### config.mk
export PLATFORM = sky130hd
export DESIGN_NAME = i2c_target_bit_engine
export DESIGN_NICKNAME = d
export VERILOG_FILES = /design/src/rtl/i2ctbe_pkg.sv /design/src/rtl/i2ctbe_step.sv /design/src/rtl/i2c_target_bit_engine.sv
export SDC_FILE = /design/constraint.sdc
export NUM_CORES = 1
export LEC_CHECK = 0
export ABC_AREA = 1
export BUFFER_PORTS_ARGS = -buffer_cell sky130_fd_sc_hd__buf_2
export CAP_MARGIN = 30
export CORE_MARGIN = 2
export CORE_UTILIZATION = 50
export DETAILED_ROUTE_END_ITERATION = 8
export GPL_TIMING_DRIVEN = 0
export PLACE_DENSITY = 0.74
export SETUP_SLACK_MARGIN = 0.1
export SLEW_MARGIN = 0
export SYNTH_ARGS = -nofsm -noshare
export SYNTH_HDL_FRONTEND = slang
export SYNTH_SLANG_ARGS = --single-unit
### constraint.sdc
create_clock -name clk_i -period 6.2 [get_ports clk_i]
set_input_delay 0 -clock clk_i [delete_from_list [all_inputs] [get_ports clk_i]]
set_output_delay 0 -clock clk_i [all_outputs]
set_load 0.02 [all_outputs]
### src/rtl/i2ctbe_pkg.sv
// i2ctbe_pkg: types and constants of the i2c target bit engine
// shared by i2ctbe_step and i2c_target_bit_engine, depends on nothing
`default_nettype none

package i2ctbe_pkg;

  localparam int unsigned ModeBits  = 3;
  localparam int unsigned ByteBits  = 8;
  localparam int unsigned AddrBits  = 7;
  localparam int unsigned CountBits = 4;

  // bus event codes
  localparam logic [ModeBits-1:0] MODE_START    = 3'd0;
  localparam logic [ModeBits-1:0] MODE_STOP     = 3'd1;
  localparam logic [ModeBits-1:0] MODE_SDA_HIGH = 3'd2;
  localparam logic [ModeBits-1:0] MODE_SDA_LOW  = 3'd3;
  localparam logic [ModeBits-1:0] MODE_SCL_FALL = 3'd4;

  localparam logic [CountBits-1:0] BitsPerByte = 4'd8;

  typedef enum logic [2:0] {
    PH_IDLE    = 3'd0,
    PH_ADDR    = 3'd1,
    PH_ACK_OUT = 3'd2,
    PH_RECV    = 3'd3,
    PH_SEND    = 3'd4,
    PH_ACK_IN  = 3'd5
  } phase_e;

  typedef struct packed {
    phase_e               phase;
    logic [ByteBits-1:0]  shift_byte;
    logic [CountBits-1:0] bits_left;
    logic                 ack_flag;
    logic                 direction_flag;
    logic                 sda_level;
  } engine_state_t;

  typedef struct packed {
    logic                sda_release;
    logic                rx_valid;
    logic [ByteBits-1:0] rx_byte;
    logic [ByteBits-1:0] byte_position;
    logic                tx_fetch;
    logic                stop_seen;
    logic                addressed;
    logic                read_transfer;
    phase_e              bus_state;
  } engine_result_t;

endpackage

`default_nettype wire

### src/rtl/i2ctbe_step.sv
// i2ctbe_step: next-state and result logic for one bus event
// depends on i2ctbe_pkg
`default_nettype none

module i2ctbe_step import i2ctbe_pkg::*; #(
  parameter int unsigned INDEX_BITS = 8
) (
  input  engine_state_t         state_i,
  input  logic [INDEX_BITS-1:0] count_i,
  input  logic [AddrBits-1:0]   own_address_i,
  input  logic [ModeBits-1:0]   mode_i,
  input  logic [ByteBits-1:0]   tx_byte_i,
  input  logic                  rx_accept_i,
  output engine_state_t         state_o,
  output logic [INDEX_BITS-1:0] count_o,
  output engine_result_t        result_o
);

  logic [CountBits-1:0] bits_dec;
  logic [2:0]           bit_idx;
  logic [2:0]           fetch_idx;
  logic                 addr_match;

  assign bits_dec   = state_i.bits_left - 4'd1;
  assign bit_idx    = bits_dec[2:0];
  assign fetch_idx  = 3'd7;
  assign addr_match = (state_i.shift_byte[ByteBits-1:1] == own_address_i);

  always_comb begin
    state_o  = state_i;
    count_o  = count_i;
    result_o = '0;

    case (mode_i)
      MODE_START: begin
        state_o.phase      = PH_ADDR;
        state_o.shift_byte = '0;
        state_o.bits_left  = BitsPerByte;
        count_o            = '0;
      end
      MODE_STOP: begin
        state_o.phase     = PH_IDLE;
        state_o.sda_level = 1'b1;
        result_o.stop_seen = 1'b1;
      end
      MODE_SDA_HIGH, MODE_SDA_LOW: begin
        if (state_i.phase inside {PH_ADDR, PH_RECV}) begin
          if (state_i.bits_left != '0) begin
            state_o.bits_left = bits_dec;
            if (mode_i == MODE_SDA_HIGH) begin
              state_o.shift_byte[bit_idx] = 1'b1;
            end
          end
        end else if (state_i.phase == PH_ACK_IN) begin
          state_o.ack_flag = (mode_i == MODE_SDA_LOW);
        end
      end
      MODE_SCL_FALL: begin
        case (state_i.phase)
          PH_ADDR: begin
            if (state_i.bits_left == '0) begin
              state_o.direction_flag = state_i.shift_byte[0];
              state_o.ack_flag       = addr_match;
              state_o.phase          = PH_ACK_OUT;
              state_o.sda_level      = !addr_match;
              result_o.addressed     = addr_match;
            end
          end
          PH_RECV: begin
            if (state_i.bits_left == '0) begin
              result_o.rx_valid      = 1'b1;
              result_o.rx_byte       = state_i.shift_byte;
              result_o.byte_position = ByteBits'(count_i);
              count_o                = count_i + INDEX_BITS'(1);
              state_o.ack_flag       = rx_accept_i;
              state_o.phase          = PH_ACK_OUT;
              state_o.sda_level      = !rx_accept_i;
            end
          end
          PH_ACK_OUT, PH_ACK_IN: begin
            state_o.sda_level = 1'b1;
            if (!state_i.ack_flag) begin
              state_o.phase = PH_IDLE;
            end else if (state_i.phase == PH_ACK_OUT && !state_i.direction_flag) begin
              state_o.phase      = PH_RECV;
              state_o.shift_byte = '0;
              state_o.bits_left  = BitsPerByte;
            end else begin
              // fetch a byte and drive its msb
              state_o.phase          = PH_SEND;
              state_o.shift_byte     = tx_byte_i;
              state_o.bits_left      = BitsPerByte - 4'd1;
              state_o.sda_level      = tx_byte_i[fetch_idx];
              result_o.tx_fetch      = 1'b1;
              result_o.byte_position = ByteBits'(count_i);
              count_o                = count_i + INDEX_BITS'(1);
            end
          end
          PH_SEND: begin
            if (state_i.bits_left != '0) begin
              state_o.bits_left = bits_dec;
              state_o.sda_level = state_i.shift_byte[bit_idx];
            end else begin
              state_o.sda_level = 1'b1;
              state_o.phase     = PH_ACK_IN;
            end
          end
          default: begin
          end
        endcase
      end
      default: begin
      end
    endcase

    result_o.sda_release   = state_o.sda_level;
    result_o.read_transfer = state_o.direction_flag;
    result_o.bus_state     = state_o.phase;
  end

endmodule

`default_nettype wire

### src/rtl/i2c_target_bit_engine.sv
// i2c_target_bit_engine: top level of the i2c target bit engine
// depends on i2ctbe_pkg and i2ctbe_step
//
// One bus event (start, stop, sda sampled high or low, scl falling) is taken per
// transfer on the input channel and yields exactly one result transfer. An event
// is registered on entry, runs through the next-state logic and lands in the
// result register, and a new event is taken every cycle while the result side
// keeps up. in_stall_o rises only when both the input and result registers are
// full and out_stall_i is high. own_address is written through the cfg channel,
// which is always ready; write it only while no event is in flight. The byte
// index is INDEX_BITS wide and wraps; byte_position_o shows its low eight bits.
`default_nettype none

module i2c_target_bit_engine import i2ctbe_pkg::*; #(
  parameter int unsigned INDEX_BITS = 8
) (
  input  logic                clk_i,
  input  logic                rst_ni,
  input  logic                cfg_valid_i,
  output logic                cfg_ready_o,
  input  logic [AddrBits-1:0] cfg_data_i,
  input  logic                in_valid_i,
  output logic                in_stall_o,
  input  logic [ModeBits-1:0] mode_i,
  input  logic [ByteBits-1:0] tx_byte_i,
  input  logic                rx_accept_i,
  output logic                out_valid_o,
  input  logic                out_stall_i,
  output logic                sda_release_o,
  output logic                rx_valid_o,
  output logic [ByteBits-1:0] rx_byte_o,
  output logic [ByteBits-1:0] byte_position_o,
  output logic                tx_fetch_o,
  output logic                stop_seen_o,
  output logic                addressed_o,
  output logic                read_transfer_o,
  output logic [2:0]          bus_state_o
);

  logic [AddrBits-1:0]   own_address_q;
  logic                  in_full_q;
  logic [ModeBits-1:0]   mode_q;
  logic [ByteBits-1:0]   tx_byte_q;
  logic                  rx_accept_q;
  engine_state_t         state_q, state_d;
  logic [INDEX_BITS-1:0] count_q, count_d;
  logic                  out_full_q;
  engine_result_t        result_q, result_d;
  logic                  out_free;
  logic                  in_take;
  logic                  advance;

  assign cfg_ready_o = 1'b1;
  assign out_free    = !out_full_q || !out_stall_i;
  assign advance     = in_full_q && out_free;
  assign in_stall_o  = in_full_q && !out_free;
  assign in_take     = in_valid_i && !in_stall_o;

  always_ff @(posedge clk_i or negedge rst_ni) begin
    if (!rst_ni) begin
      own_address_q <= '0;
    end else if (cfg_valid_i && cfg_ready_o) begin
      own_address_q <= cfg_data_i;
    end
  end

  always_ff @(posedge clk_i or negedge rst_ni) begin
    if (!rst_ni) begin
      in_full_q <= 1'b0;
    end else if (in_take) begin
      in_full_q <= 1'b1;
    end else if (advance) begin
      in_full_q <= 1'b0;
    end
  end

  always_ff @(posedge clk_i) begin
    if (in_take) begin
      mode_q      <= mode_i;
      tx_byte_q   <= tx_byte_i;
      rx_accept_q <= rx_accept_i;
    end
  end

  i2ctbe_step #(
    .INDEX_BITS(INDEX_BITS)
  ) u_step (
    .state_i      (state_q),
    .count_i      (count_q),
    .own_address_i(own_address_q),
    .mode_i       (mode_q),
    .tx_byte_i    (tx_byte_q),
    .rx_accept_i  (rx_accept_q),
    .state_o      (state_d),
    .count_o      (count_d),
    .result_o     (result_d)
  );

  always_ff @(posedge clk_i or negedge rst_ni) begin
    if (!rst_ni) begin
      state_q.phase          <= PH_IDLE;
      state_q.shift_byte     <= '0;
      state_q.bits_left      <= '0;
      state_q.ack_flag       <= 1'b0;
      state_q.direction_flag <= 1'b0;
      state_q.sda_level      <= 1'b1;
      count_q                <= '0;
    end else if (advance) begin
      state_q <= state_d;
      count_q <= count_d;
    end
  end

  always_ff @(posedge clk_i or negedge rst_ni) begin
    if (!rst_ni) begin
      out_full_q <= 1'b0;
    end else if (out_free) begin
      out_full_q <= in_full_q;
    end
  end

  always_ff @(posedge clk_i) begin
    if (advance) begin
      result_q <= result_d;
    end
  end

  assign out_valid_o     = out_full_q;
  assign sda_release_o   = result_q.sda_release;
  assign rx_valid_o      = result_q.rx_valid;
  assign rx_byte_o       = result_q.rx_byte;
  assign byte_position_o = result_q.byte_position;
  assign tx_fetch_o      = result_q.tx_fetch;
  assign stop_seen_o     = result_q.stop_seen;
  assign addressed_o     = result_q.addressed;
  assign read_transfer_o = result_q.read_transfer;
  assign bus_state_o     = result_q.bus_state;

  // a byte is never received and fetched by the same event
  assert property (@(posedge clk_i) disable iff (!rst_ni)
    out_valid_o |-> !(rx_valid_o && tx_fetch_o))
    else $error("rx_valid and tx_fetch together");

  // stop always leaves the engine idle with sda released
  assert property (@(posedge clk_i) disable iff (!rst_ni)
    (out_valid_o && stop_seen_o) |-> (bus_state_o == PH_IDLE && sda_release_o))
    else $error("stop did not return to idle");

  // an address match drives the ack low
  assert property (@(posedge clk_i) disable iff (!rst_ni)
    (out_valid_o && addressed_o) |-> (bus_state_o == PH_ACK_OUT && !sda_release_o))
    else $error("address match without ack");

  // the bit counter never exceeds one byte
  assert property (@(posedge clk_i) disable iff (!rst_ni)
    state_q.bits_left <= BitsPerByte)
    else $error("bit counter out of range");

  // result register is refilled only from a held input item
  assert property (@(posedge clk_i) disable iff (!rst_ni)
    (!out_full_q && !in_full_q) |=> !out_full_q)
    else $error("result without input item");

endmodule

`default_nettype wire

==> results.txt <==
fmax = 451 MHz
Final Total Pwr = 1610 µW
Hold Vio Cnt, Final = 0
Max IR drop VDD = 0.142 mV
setup bufs post-CTS = 0
clock-pin slew on the worst setup and hold paths = 0.09 ns
Synth Instances = 385
Worst Hold Depth = 3
CP arrival = 2.32 ns
Die Ht = 89.1 µm
synth unique cells = 43
Worst Setup Start Kind = flip-flop
clk sinks = 72
R2R Path End = sda_release_o$_DFFE_PP_
flops & latches, synth = 72
GPL Wtd Cong = 0.971
total global routing overflow = 0
I/O pin cnt = 52
DP Wirelength = 5160 µm
Worst Hold End = own_address_q[3]$_DFFE_PN0P_
Final Util = 0.619
area leader, netlist = edfxtp_1
Syn-to-layout area delta = 22.0%
RSZ-0062 raised after global routing = no
H-tree lvl count = 3
CTS tree = yes
Max-slew headroom = 0.437
WL per Instance = 13.0 µm
DR pass1 iterations = 5
Iter 0 DRT Violations = 218
post-synth top area share = 0.307
global-route wire length before repair = 12200 µm
Hold Path Class = in -> reg
synth top area cells = edfxtp_1 (31%), dfrtp_1 (24%), nand2_1 (8.6%)
largest net degree at the start of global routing = 36
EDFF count, synth = 37
asr flop ratio synth = 0.486
ANT nets after route = 0
Power Dens Cells = 365 nW/µm²
fin crit period = 2.22 ns
Reg-to-Reg Start = state_q[3]$_DFFE_PN0P_
aggregate routed wire length = 7420 µm
Hold WS = 0.0298 ns
Cell Area, Synth = 3620 µm²
most common cell after layout, fill and taps aside = nand2_1
vias in the first global route = 2707
top_reg_cell synth = edfxtp_1
Vias/cell = 5.10
Initial Util = 0.507
Worst Setup Path Type = reg -> reg
Post-Place Cells = 533
CTS buffer count = 9
diodes inserted = 0
I/O Buffers = 49
clock root cell = clkbuf_8
endpoints failing setup = 0
die area = 7930 µm²
critical path required time = 6.30 ns
Leak Pwr = 0.00190 µW
# DRC = 0
layout cell share with drive strength beyond 1 = 0.242
Seq/Total Area, Yosys = 0.549
crit path capture type = flip-flop
worst-path maximum fanout = 10
total negative setup slack = 0 ns
total core area = 7140 µm²
Ys Warns = 0
non-filler cells, final = 571
DR vias = 2911
initial antenna violation count = 0
filler instances = 620
Max Cap Viol = 0
worst slew pin tran = 0.844 ns
commonest non-fill, non-tap cells in the layout = nand2_1 (83), buf_2 (51), inv_1 (41), o21ai_0 (38), edfxtp_1 (37)
clk_lat worst skew = 0.36 ns
CTS Buffer Depth = 2
syn_nets = 411
Worst Min Path Start = cfg_valid_i
flop-to-flop setup slack = 3.98 ns
GR Util All Layers = 0.201
nets = 493
status = finished clean
syn_area_per_cell = 9.40 µm²
r2r worst-path depth = 12
Die X = 89.1 µm
final slew viol count = 0
clk_skew = 0.0156 ns
Rows = 31
Final period util = 0.358
## sequential cells by signal (all words and copies together), names as in the netlist, 3 cells and up
name,count
tx_byte_q,8
bus_state_o,3
state_q,18
byte_position_o,8
mode_q,3
rx_byte_o,8
count_q,8
own_address_q,7
## cell families after synthesis
kind of cell / count (synthesis) / synth area share
AOI/OAI and AO/OA: 73 / 0.132
xor gates and xnor gates: 9 / 0.0218
adders and majority gates: 2 / 0.00691
buffers and inverters: 60 / 0.0702
DFF: 72 / 0.549
muxes: 4 / 0.0124
other: 1 / 0.00104
and+or+nand+nor: 164 / 0.206
## report_power, final
group / internal (µW) / switching [µW] / leakage [µW]
clock network: 198 / 184 / 0.0000989
logic: 188 / 368 / 0.000999
registers: 604 / 69.6 / 0.000805
total: 990 / 621 / 0.00190
## how the worst max path moves through the flow
stage	start	to	slack, ns	cells after the start
final	state_q[3]$_DFFE_PN0P_	sda_release_o$_DFFE_PP_	3.98	12
after CTS	state_q[3]$_DFFE_PN0P_	sda_release_o$_DFFE_PP_	4.00	12
after global routing	state_q[3]$_DFFE_PN0P_	sda_release_o$_DFFE_PP_	3.78	12
after floorplan	out_valid_o$_DFFE_PN0P_	addressed_o$_SDFFCE_PN0P_	4.13	4
after global placement	out_valid_o$_DFFE_PN0P_	rx_byte_o[1]$_SDFFCE_PN0P_	3.80	4
after detailed placement	state_q[3]$_DFFE_PN0P_	sda_release_o$_DFFE_PP_	4.02	12
## what timing repair did
item,in CTS,in global routing
gates resized for setup,0,0
endpoints found under the hold margin,55,0
hold buffers,22,0
## through the flow
stage                     setup slack, ns  instance area [µm²]
after CTS                            4.00                 4410
after floorplan                      4.13                 3620
after global placement               3.80                 3990
after global routing                 3.78                 4410
final                                3.98                 4410
after detailed placement             4.02                 3990
## layer usage
metal / up-vias / share of wire / wire length, µm / global-route usage
met4: 0 / 0.023 / 167 / 0.0868
met2: 94 / 0.46 / 3430 / 0.318
met3: 18 / 0.048 / 357 / 0.0379
li1: 1455 / - / - / -
met1: 1344 / 0.47 / 3470 / 0.271
met5: - / 0 / 0 / 0
## synthesized netlist by cell type, drive strengths merged, types with 3 or more instances
cell / number
nand2: 88
inv: 50
o21ai: 41
edfxtp: 37
nor2: 37
dfrtp: 34
nand3: 17
nor3: 14
a21oi: 11
buf: 7
xor2: 6
a22oi: 5
o31ai: 5
a22o: 4
mux2: 4
nor3b: 3
xnor2: 3
## final cells by class
class / count / area [µm²] / share of cell area
inverter: 51 / 191 / 0.0434
clock buffer: 10 / 138 / 0.0312
sequential: 72 / 1990 / 0.450
clock inverter: 6 / 67.6 / 0.0153
timing repair buffer: 71 / 465 / 0.105
multi-input combinational: 253 / 1380 / 0.312
buffer: 9 / 63.8 / 0.0145
tap: 99 / 124 / 0.0281
## worst max-delay path: stages, from the launching register on
cell	delay [ns]
dfrtp_1	0.36
buf_2	0.16
inv_2	0.15
ha_1	0.22
nand3_1	0.28
inv_1	0.28
nand3_1	0.14
nand2_1	0.08
nand2_1	0.07
nand2_1	0.06
nand2_1	0.05
nand2_1	0.05
nand2_1	0.06
Power figures use the tool's default switching activity.
